File: config.mk
export PLATFORM = sky130hd
export DESIGN_NAME = button_adjusted_pwm
export DESIGN_NICKNAME = d
export VERILOG_FILES = /design/src/rtl/core/bapwm_pkg.sv /design/src/rtl/core/bapwm_key.sv /design/src/rtl/core/bapwm_gen.sv /design/src/rtl/core/button_adjusted_pwm.sv
export SDC_FILE = /design/constraint.sdc
export NUM_CORES = 1
export LEC_CHECK = 0
export ABC_AREA = 1
export BUFFER_PORTS_ARGS = -buffer_cell sky130_fd_sc_hd__buf_2
export CORE_UTILIZATION = 45
export CTS_BUF_LIST = sky130_fd_sc_hd__clkbuf_4
export CTS_CLUSTER_DIAMETER = 30
export DETAILED_ROUTE_END_ITERATION = 16
export GPL_TIMING_DRIVEN = 0
export RECOVER_POWER = 25
export REMOVE_ABC_BUFFERS = 1
export SLEW_MARGIN = 20
export SYNTH_ARGS = -nofsm -noshare
export SYNTH_HDL_FRONTEND = slang
export SYNTH_SLANG_ARGS = --single-unit
File: constraint.sdc
create_clock -name clk -period 11.6 [get_ports clk]
set_clock_uncertainty 0.15 [all_clocks]
set_input_delay 2.32 -clock clk [delete_from_list [all_inputs] [get_ports clk]]
set_output_delay 2.32 -clock clk [all_outputs]
set_load 0.03 [all_outputs]
File: src/rtl/core/bapwm_pkg.sv
package bapwm_pkg;

	localparam int PeriodW = 16;
	localparam int StepW   = 10;
	localparam int LevelW  = 6;
	localparam int TicksW  = 8;
	localparam int CfgIdxW = 3;
	localparam int CfgW    = 16;

	localparam logic [CfgIdxW-1:0] REG_PERIOD = 3'd0;
	localparam logic [CfgIdxW-1:0] REG_STEP   = 3'd1;
	localparam logic [CfgIdxW-1:0] REG_LVLMAX = 3'd2;
	localparam logic [CfgIdxW-1:0] REG_WRAP   = 3'd3;
	localparam logic [CfgIdxW-1:0] REG_HOLD   = 3'd4;
	localparam logic [CfgIdxW-1:0] REG_REPEAT = 3'd5;

	localparam logic [PeriodW-1:0] PERIOD_RST = 16'd46636;
	localparam logic [StepW-1:0]   STEP_RST   = 10'd100;
	localparam logic [LevelW-1:0]  LVLMAX_RST = 6'd25;
	localparam logic [LevelW-1:0]  WRAP_RST   = 6'd5;
	localparam logic [TicksW-1:0]  HOLD_RST   = 8'd100;
	localparam logic [TicksW-1:0]  REPEAT_RST = 8'd10;

	typedef struct packed {
		logic [PeriodW-1:0] period_counts;
		logic [StepW-1:0]   step_counts;
		logic [LevelW-1:0]  level_max;
		logic [LevelW-1:0]  wrap_level;
		logic [TicksW-1:0]  hold_ticks;
		logic [TicksW-1:0]  repeat_ticks;
	} cfg_t;

	// per-item strobes into the PWM core: advance, plus adjustments from the button machines
	typedef struct packed {
		logic adv;
		logic up_adj;
		logic down_adj;
	} step_ctl_t;

endpackage

File: src/rtl/core/bapwm_key.sv
module bapwm_key
	import bapwm_pkg::*;
(
	input  logic              clk,
	input  logic              arst_n,
	input  logic              en,
	input  logic              pressed,
	input  logic [TicksW-1:0] hold_ticks,
	input  logic [TicksW-1:0] repeat_ticks,
	output logic              adjust
);

	localparam logic [1:0] ST_IDLE    = 2'd0;
	localparam logic [1:0] ST_CONFIRM = 2'd1;
	localparam logic [1:0] ST_HELD    = 2'd2;
	localparam logic [1:0] ST_REPEAT  = 2'd3;

	logic [1:0]        st_q, st_n;
	logic [TicksW-1:0] tm_q, tm_n;
	logic [TicksW:0]   tm_inc;
	logic              adj_c;

	assign tm_inc = {1'b0, tm_q} + {{TicksW{1'b0}}, 1'b1};

	always_comb begin
		st_n  = st_q;
		tm_n  = tm_q;
		adj_c = 1'b0;
		unique case (st_q)
			ST_IDLE: begin
				st_n = pressed ? ST_CONFIRM : ST_IDLE;
				tm_n = '0;
			end
			ST_CONFIRM: begin
				st_n = pressed ? ST_HELD : ST_IDLE;
				tm_n = '0;
			end
			ST_HELD: begin
				if (tm_inc > {1'b0, hold_ticks}) begin
					tm_n = '0;
					st_n = ST_REPEAT;
				end else if (!pressed) begin
					adj_c = 1'b1;
					tm_n  = '0;
					st_n  = ST_IDLE;
				end else begin
					tm_n = tm_inc[TicksW-1:0];
				end
			end
			default: begin
				// repeat: the interval can still fire on the release tick
				adj_c = tm_inc > {1'b0, repeat_ticks};
				st_n  = pressed ? ST_REPEAT : ST_IDLE;
				tm_n  = (!pressed || adj_c) ? '0 : tm_inc[TicksW-1:0];
			end
		endcase
	end

	assign adjust = en & adj_c;

	always_ff @(posedge clk or negedge arst_n) begin
		if (!arst_n) begin
			st_q <= ST_IDLE;
			tm_q <= '0;
		end else if (en) begin
			st_q <= st_n;
			tm_q <= tm_n;
		end
	end

	a_timer_clear: assert property (@(posedge clk) disable iff (!arst_n)
		(st_q == ST_IDLE || st_q == ST_CONFIRM) |-> (tm_q == '0))
		else $error("button timer running outside held/repeat");

endmodule

File: src/rtl/core/bapwm_gen.sv
module bapwm_gen
	import bapwm_pkg::*;
(
	input  logic              clk,
	input  logic              arst_n,
	input  step_ctl_t         ctl,
	input  cfg_t              cfg,
	output logic              pwm_out,
	output logic [LevelW-1:0] level
);

	logic               phase_q;
	logic [PeriodW-1:0] count_q;
	logic [LevelW-1:0]  level_q, level_n;
	logic [PeriodW-1:0] high_len, len_raw, len;
	logic [PeriodW:0]   count_inc;
	logic               phase_end;

	always_comb begin
		level_n = level_q;
		if (ctl.up_adj) begin
			level_n = (level_q >= cfg.level_max) ? cfg.wrap_level
			                                     : level_q + LevelW'(1);
		end else if (ctl.down_adj) begin
			level_n = (level_q <= LevelW'(1)) ? LevelW'(1) : level_q - LevelW'(1);
		end
	end

	// 63 * 1023 fits the period width
	assign high_len = {{(PeriodW-LevelW){1'b0}}, level_n} *
	                  {{(PeriodW-StepW){1'b0}}, cfg.step_counts};

	always_comb begin
		if (phase_q)
			len_raw = high_len;
		else if (cfg.period_counts > high_len)
			len_raw = cfg.period_counts - high_len;
		else
			len_raw = PeriodW'(1);
		len = (len_raw == '0) ? PeriodW'(1) : len_raw;
	end

	assign count_inc = {1'b0, count_q} + {{PeriodW{1'b0}}, 1'b1};
	assign phase_end = count_inc >= {1'b0, len};

	assign pwm_out = phase_q;
	assign level   = level_n;

	always_ff @(posedge clk or negedge arst_n) begin
		if (!arst_n) begin
			phase_q <= 1'b1;
			count_q <= '0;
			level_q <= WRAP_RST;
		end else if (ctl.adv) begin
			level_q <= level_n;
			if (phase_end) begin
				count_q <= '0;
				phase_q <= ~phase_q;
			end else begin
				count_q <= count_inc[PeriodW-1:0];
			end
		end
	end

	a_level_hold: assert property (@(posedge clk) disable iff (!arst_n)
		!(ctl.up_adj || ctl.down_adj) |=> $stable(level_q))
		else $error("level moved without a button adjustment");

endmodule

File: src/rtl/core/button_adjusted_pwm.sv
// Input beats are registered in the input stage, results in the register on m_tdata.
// Throughput: one beat per cycle unless m_tready stalls; the level/phase update
// is combinational: button machine, level mux, 6x10 multiply, phase length compare.
// Reset: arst_n clears the pipeline, returns registers to their defaults, the
// level to 5, both button machines to idle and the PWM to the start of a high phase.
module button_adjusted_pwm
	import bapwm_pkg::*;
(
	input  logic               clk,
	input  logic               arst_n,
	input  logic               s_tvalid,
	output logic               s_tready,
	input  logic [7:0]         s_tdata,   // [0] scan_tick, [1] up_key, [2] down_key
	output logic               m_tvalid,
	input  logic               m_tready,
	output logic [7:0]         m_tdata,   // [0] pwm_out, [6:1] duty_level
	input  logic               cfg_we,
	input  logic [CfgIdxW-1:0] cfg_index,
	input  logic [CfgW-1:0]    cfg_data
);

	cfg_t              cfg_q;
	logic              valid_s1;
	logic [2:0]        item_s1;
	logic              out_ready;
	logic              adv;
	logic              tick_en;
	logic              up_adj, down_adj;
	step_ctl_t         ctl;
	logic              pwm_c;
	logic [LevelW-1:0] level_c;
	logic              pwm_q;
	logic [LevelW-1:0] level_q;

	always_ff @(posedge clk or negedge arst_n) begin
		if (!arst_n) begin
			cfg_q.period_counts <= PERIOD_RST;
			cfg_q.step_counts   <= STEP_RST;
			cfg_q.level_max     <= LVLMAX_RST;
			cfg_q.wrap_level    <= WRAP_RST;
			cfg_q.hold_ticks    <= HOLD_RST;
			cfg_q.repeat_ticks  <= REPEAT_RST;
		end else if (cfg_we) begin
			unique case (cfg_index)
				REG_PERIOD: cfg_q.period_counts <= cfg_data;
				REG_STEP:   cfg_q.step_counts   <= cfg_data[StepW-1:0];
				REG_LVLMAX: cfg_q.level_max     <= cfg_data[LevelW-1:0];
				REG_WRAP:   cfg_q.wrap_level    <= cfg_data[LevelW-1:0];
				REG_HOLD:   cfg_q.hold_ticks    <= cfg_data[TicksW-1:0];
				REG_REPEAT: cfg_q.repeat_ticks  <= cfg_data[TicksW-1:0];
				default: ;
			endcase
		end
	end

	// result register frees when empty or taken; input stage moves into it
	assign out_ready = !m_tvalid || m_tready;
	assign adv       = valid_s1 && out_ready;
	assign s_tready  = !valid_s1 || out_ready;

	always_ff @(posedge clk or negedge arst_n) begin
		if (!arst_n)
			valid_s1 <= 1'b0;
		else if (s_tready)
			valid_s1 <= s_tvalid;
	end

	always_ff @(posedge clk) begin
		if (s_tready && s_tvalid)
			item_s1 <= s_tdata[2:0];
	end

	assign tick_en = adv && item_s1[0];

	bapwm_key u_up_key (
		.clk          (clk),
		.arst_n       (arst_n),
		.en           (tick_en),
		.pressed      (!item_s1[1]),
		.hold_ticks   (cfg_q.hold_ticks),
		.repeat_ticks (cfg_q.repeat_ticks),
		.adjust       (up_adj)
	);

	bapwm_key u_down_key (
		.clk          (clk),
		.arst_n       (arst_n),
		.en           (tick_en),
		.pressed      (!item_s1[2]),
		.hold_ticks   (cfg_q.hold_ticks),
		.repeat_ticks (cfg_q.repeat_ticks),
		.adjust       (down_adj)
	);

	assign ctl.adv      = adv;
	assign ctl.up_adj   = up_adj;
	assign ctl.down_adj = down_adj;

	bapwm_gen u_gen (
		.clk     (clk),
		.arst_n  (arst_n),
		.ctl     (ctl),
		.cfg     (cfg_q),
		.pwm_out (pwm_c),
		.level   (level_c)
	);

	always_ff @(posedge clk or negedge arst_n) begin
		if (!arst_n)
			m_tvalid <= 1'b0;
		else if (out_ready)
			m_tvalid <= valid_s1;
	end

	always_ff @(posedge clk) begin
		if (adv) begin
			pwm_q   <= pwm_c;
			level_q <= level_c;
		end
	end

	assign m_tdata = {1'b0, level_q, pwm_q};

	a_s1_hold: assert property (@(posedge clk) disable iff (!arst_n)
		(valid_s1 && !out_ready) |=> valid_s1)
		else $error("input stage dropped a beat while stalled");

	a_adv_result: assert property (@(posedge clk) disable iff (!arst_n)
		adv |=> m_tvalid)
		else $error("advanced beat did not reach the result register");

	a_ready_stall: assert property (@(posedge clk) disable iff (!arst_n)
		!s_tready |-> (valid_s1 && m_tvalid && !m_tready))
		else $error("input stalled without a full pipeline");

endmodule

Yosys cells after proc, flatten, opt, wreduce, memory -nomap -nowiden:

Cells that the tools add are included.

* bits in registers: 109
* latch bits: 0
* memory bits (writable): 0
* ROM bits: 0
* output and inout bits: 10
* word-level logic and storage cells: 105
* memories: 0

* add/subtract/negate cells: 6
* multipliers: 1
* div/mod/pow operators: 0
* magnitude comparators: 8
* equal/unequal tests: 11
* shifts and indexed selects: 0
* mux-type cells: 34
* bitwise logic cells: 3
* reduce and logical (&&, ||, !) cells: 24

Operator list (count)
* 2-to-1 mux 16 bit: 4
* 2-to-1 mux 8 bit: 6
* > comparator 9 x 8 -> 1 bit: 4
* case mux 8 bit (2 select lines): 2
* 2-to-1 mux 6 bit: 4
* adder 8 x 1 -> 9 bit, second input constant: 2
* AND reduction 2 bit: 9
* adder 16 x 1 -> 17 bit, second input constant: 1
* >= comparator 17 x 16 -> 1 bit: 1
* > comparator 16 bit: 1
* zero test 16 bit: 1
* multiplier 6 x 10 -> 16 bit: 1
* 2-to-1 mux 2 bit: 8
* subtractor 16 bit: 1
* case mux 2 bit (3 select lines): 2
* adder 6 x 1 -> 6 bit, second input constant: 1
* equality test 3 x 2 -> 1 bit, second input constant: 2
* equality test 3 bit, second input constant: 2
* >= comparator 6 bit: 1
* less-or-equal comparator 6 x 1 -> 1 bit, second input constant: 1
* 2-to-1 mux 1 bit: 6
* != test 3 x 2 -> 1 bit, second input constant: 2
* subtractor 6 x 1 -> 6 bit, second input constant: 1
* equality test 2 x 1 -> 1 bit, second input constant: 2
* 11 further kinds: 22

Depth between registers and ports, before layout:

* depth in word-level cells: 15
* gate-level depth with buffers: 63
* mapped depth without buffers: 62

By module:

Synthesis repeated with hierarchy kept, for this count alone.

* cells, all modules: 1455
* area, all modules: 10256.1 um^2

Modules (own cells, without submodules)
* bapwm_gen: times used 1, cells an instance 826, area an instance 5303.8 um^2, sequential area each 579.3 um^2
* button_adjusted_pwm: times used 1, cells an instance 272, area an instance 2647.5 um^2, sequential area each 1727.9 um^2
* bapwm_key (u_down_key): times used 1, cells an instance 183, area an instance 1167.4 um^2, sequential area each 250.2 um^2
* bapwm_key (u_up_key): times used 1, cells an instance 174, area an instance 1137.3 um^2, sequential area each 250.2 um^2

Worst setup path after synthesis:

OpenSTA, ideal clock, no wires.

* path kind: input -> register
* start: input m_tready
* end: register u_gen.count_q[0]
* library setup time: 0.144 ns
* arrival: 8.959 ns
* required time: 11.306 ns
* setup slack: 2.347 ns
* stages: 48
* path buffers: 1
* cells stage by stage: inv_1 > nand2_1 > nand2_1 > clkinv_1 > nand2_1 > inv_1 > nand3_1 > inv_1 > nand3_1 > xnor2_1 > nand2_1 > nand2_2 > inv_2 > nor2_1 > fa_1 > fa_1 > inv_1 > fa_1 > [12 not listed] > nand3_1 > nand3_1 > nand2_1 > nand2_1 > nand2_2 > nand3_2 > o21ai_0 > inv_1 > ha_1 > nand2_1 > nor2_1 > nand2_1 > or3_1 > nand3_1 > inv_2 > buf_4 > nand3_1 > o21ai_0

* longest elaborated chain between the ends: 14

Ends and longest elaborated chain
* start, declared: RTL line button_adjusted_pwm.sv:15 `input logic m_tready,`
* logical OR 1 bit (*): RTL line button_adjusted_pwm.sv:57 `assign out_ready = !m_tvalid || m_tready;`
* logical AND 1 bit (*): RTL line button_adjusted_pwm.sv:58 `assign adv = valid_s1 && out_ready;`
* logical AND 1 bit (*): RTL line button_adjusted_pwm.sv:73 `assign tick_en = adv && item_s1[0];`
* bitwise AND 1 bit: RTL line bapwm_key.sv:59 `assign adjust = en & adj_c;`
* 2-to-1 mux 6 bit: RTL line bapwm_gen.sv:24 `end else if (ctl.down_adj) begin`
* 2-to-1 mux 6 bit (*): RTL line bapwm_gen.sv:21 `if (ctl.up_adj) begin`
* net level_c[4]: RTL line button_adjusted_pwm.sv:31 `logic [LevelW-1:0] level_c;`
* multiplier 6 x 10 -> 16 bit (*): RTL line bapwm_gen.sv:30 `assign high_len = {{(PeriodW-LevelW){1'b0}}, level_n} *`
* subtractor 16 bit / > comparator 16 bit (equally long branches): RTL line bapwm_gen.sv:37, bapwm_gen.sv:36
* 2-to-1 mux 16 bit: RTL line bapwm_gen.sv:36 `else if (cfg.period_counts > high_len)`
* 2-to-1 mux 16 bit (*): RTL line bapwm_gen.sv:34 `if (phase_q)`
* zero test 16 bit: RTL line bapwm_gen.sv:40 `len = (len_raw == '0) ? PeriodW'(1) : len_raw;`
* 2-to-1 mux 16 bit (*): RTL line bapwm_gen.sv:40
* >= comparator 17 x 16 -> 1 bit (*): RTL line bapwm_gen.sv:44 `assign phase_end = count_inc >= {1'b0, len};`
* 2-to-1 mux 16 bit (*): RTL line bapwm_gen.sv:56 `if (phase_end) begin`
* end signal, assigned: RTL line bapwm_gen.sv:60 `count_q <= count_inc[PeriodW-1:0];`
* end, declared: RTL line bapwm_gen.sv:13 `logic [PeriodW-1:0] count_q;`

The timed path passes the listed nets; every way through them passes the cells marked *.
A chain may end at the register's enable or synchronous reset.

Worst setup path in the final report:

* start: input m_tready
* end: register u_gen.count_q[9]

Same word-level chain as after synthesis.

==> results.json <==
{
  "fp.dieW_um": 149,
  "num_vias": 8052,
  "drc": 0,
  "synth_top_family_by_area": "simple AND/OR/NAND/NOR gates",
  "antenna_found_initial": 1,
  "cp-start-kind": "primary input",
  "holdBufCountCts": 0,
  "wl_per_cell_um": 13.4,
  "synth-seq-cells": 109,
  "mostFrequentLayoutCell": "nand2_1",
  "synthAdderAreaFrac": 0.194,
  "track_usage": 0.210,
  "fin_crit_ps": 10710,
  "ctsLongestPathBuffers": 2,
  "ys_types": 50,
  "syn_area_um2": 9710,
  "final_cell_mix": "nand2_1, inv_1, nor2_1",
  "grt_pass1_vias": 7735,
  "yosysTopAreaCellShare": 0.193,
  "clkTransAtPathRegs_ps": 190,
  "gp_congestion": 0.854,
  "worstPathRequired_ps": 11870,
  "grtUsageMet3": 0.0239,
  "htree_levels": 3,
  "synth_largest_area_cell": "dfrtp_1",
  "post_cts_resized": 0,
  "met1_usage": 0.296,
  "finalWirelength_um": 21700,
  "fp-row-count": 53,
  "arrival_ps": 10980,
  "first_pass_iters": 5,
  "hp-class": "reg -> reg",
  "die_area_um2": 22200,
  "clk-insertion-delay-late_ps": 510,
  "synthCells": 1314,
  "min_delay_path_depth": 2,
  "synth_simple_gate_area_share": 0.261,
  "num_io_pins": 42,
  "path_class": "in -> reg",
  "fmaxAchievable_ghz": 0.0934,
  "placedCellCount": 1600,
  "synth_edf_count": 10,
  "start_util": 0.460,
  "worstRegToRegCells": 55,
  "crit_family": "simple AND/OR/NAND/NOR gates",
  "path_common_cell": "nand2_1",
  "busiest_layer": "met2",
  "drive_gt1_frac": 0.0977,
  "cp_slowest_stage_delay_ps": 540,
  "slew_headroom": -1.05,
  "cts_made_buffers": 9,
  "hold_viol_final": 0,
  "finalCritPeriodShare": 0.923,
  "cts.sinks": 109,
  "synth_compound_area_frac": 0.103,
  "cts_tree": "yes",
  "met2_usage": 0.351,
  "critPathSlowestCell": "fa_1",
  "drv_slew": 102,
  "synth_xor_area_frac": 0.0406,
  "setup_viol": 0,
  "avgSynthCellArea_um2": 7.39,
  "synthTopCellsByArea": "dfrtp_1, ha_1, nand2_1, inv_1, fa_1",
  "nets": 1498,
  "crit_path_max_fanout": 41,
  "core_um2": 21100,
  "post-route-util": 0.487,
  "ys_seq_area_frac": 0.289,
  "yosysWarnings": 0,
  "synthMuxAreaShare": 0.00335,
  "gr-total-overflow": 0,
  "cts-root-buf": "clkbuf_4",
  "crit_cells": 49,
  "place_hpwl_um": 17100,
  "synthArstFlopShare": 0.908,
  "drt_iter0_drc": 373,
  "fin_cells": 1617,
  "grt_max_degree": 58,
  "antenna_left": 0,
  "violations": "max-capacitance violations, max-slew violations",
  "maxCapViolations": 2,
  "grt_pass1_wl_um": 37200,
  "crit_buf_inv": 11,
  "worstMarginPinSlew_ps": 3080,
  "postCtsSetupBuffers": 0,
  "fp.dieH_um": 149,
  "rsz0062_at_grt": "no",
  "via_per_inst": 4.98,
  "setup_tns_ps": 0,
  "endpoint_kind": "flip-flop",
  "numPortBuffers": 35,
  "outcome": "finished, violations left",
  "area_delta_synth_final_pct": 5.71,
  "synth-main-ff-cell": "dfrtp_1"
}
## worst paths after layout
path,slack (ps),startpoint,to
worst max-delay path,890,m_tready,u_gen.count_q[9]$_DFFE_PN0P_
worst min-delay path,350,cfg_q[34]$_DFFE_PN1P_,cfg_q[34]$_DFFE_PN1P_
worst max register to register,1550,u_down_key.tm_q[0]$_DFFE_PN0P_,u_gen.count_q[9]$_DFFE_PN0P_
worst min register to register,350,cfg_q[34]$_DFFE_PN1P_,cfg_q[34]$_DFFE_PN1P_
max in group asynchronous,5060,arst_n,u_gen.count_q[9]$_DFFE_PN0P_
min in group asynchronous,2370,arst_n,cfg_q[27]$_DFFE_PN0P_
## per-layer routing
layer  up-vias  wire length, µm  share of wire
li1       4234                -              -
met1      3729            11000           0.51
met2        80            10000           0.46
met3         9              502          0.023
met4         0              138         0.0064
met5         -                0              0
## registers in the layout (all words and copies together), names as in the netlist
register         count
cfg_q               54
item_s1              3
level_q              6
m_tvalid             1
pwm_q                1
u_down_key.st_q      2
u_down_key.tm_q      8
u_gen.count_q       16
u_gen.level_q        6
u_gen.pwm_out        1
u_up_key.st_q        2
u_up_key.tm_q        8
valid_s1             1
## cell usage after synthesis, types with 11 or more instances
cell type  count
nand2_1      291
inv_1        241
nor2_1       111
o21ai_0       98
ha_1          96
nand3_1       79
dfrtp_1       75
a21oi_1       41
xor2_1        41
fa_1          34
nand4_1       28
dfstp_2       24
nand2_2       20
clkbuf_1      18
nand3_2       11
## area by class of cell
type,instances,area [µm²]
clock inverters,6,62.6
clock buffers,10,75.1
well taps,275,344
inverters,247,933
repair buffers,36,178
fillers,2169,10800
flip-flops and latches,109,2810
diodes,1,2.50
multi-input cells,933,5860
## kinds of logic after synthesis
kind of cell	count (synthesis)
AO/OA/AOI/OAI	181
other	1
multiplexers	3
adder cells (fa/ha/maj)	130
buffers and inverters	272
AND/OR/NAND/NOR	573
XOR/XNOR	45
flip-flops	109
## through the flow
| step | hold slack (ps) | area (µm²) | setup slack, ps |
|---|---|---|---|
| 6_report | 353 | 10300 | 888 |
| 4_1_cts | 357 | 10300 | 77.9 |
| 5_1_grt | 372 | 10300 | 102 |
| 3_5_place_dp | 324 | 10100 | -455 |
| 2_1_floorplan | 298 | 9590 | 1200 |
| 3_3_place_gp | 317 | 10100 | -1150 |
## worst min-delay path, stage by stage, from the launching register on
cell	delay (ps)
dfstp_2	410
nand2_1	50
o21ai_0	70
Power is left out: the tool's default activity adds up to more than one toggle a clock period on the data nets, which glitch-free logic cannot reach.
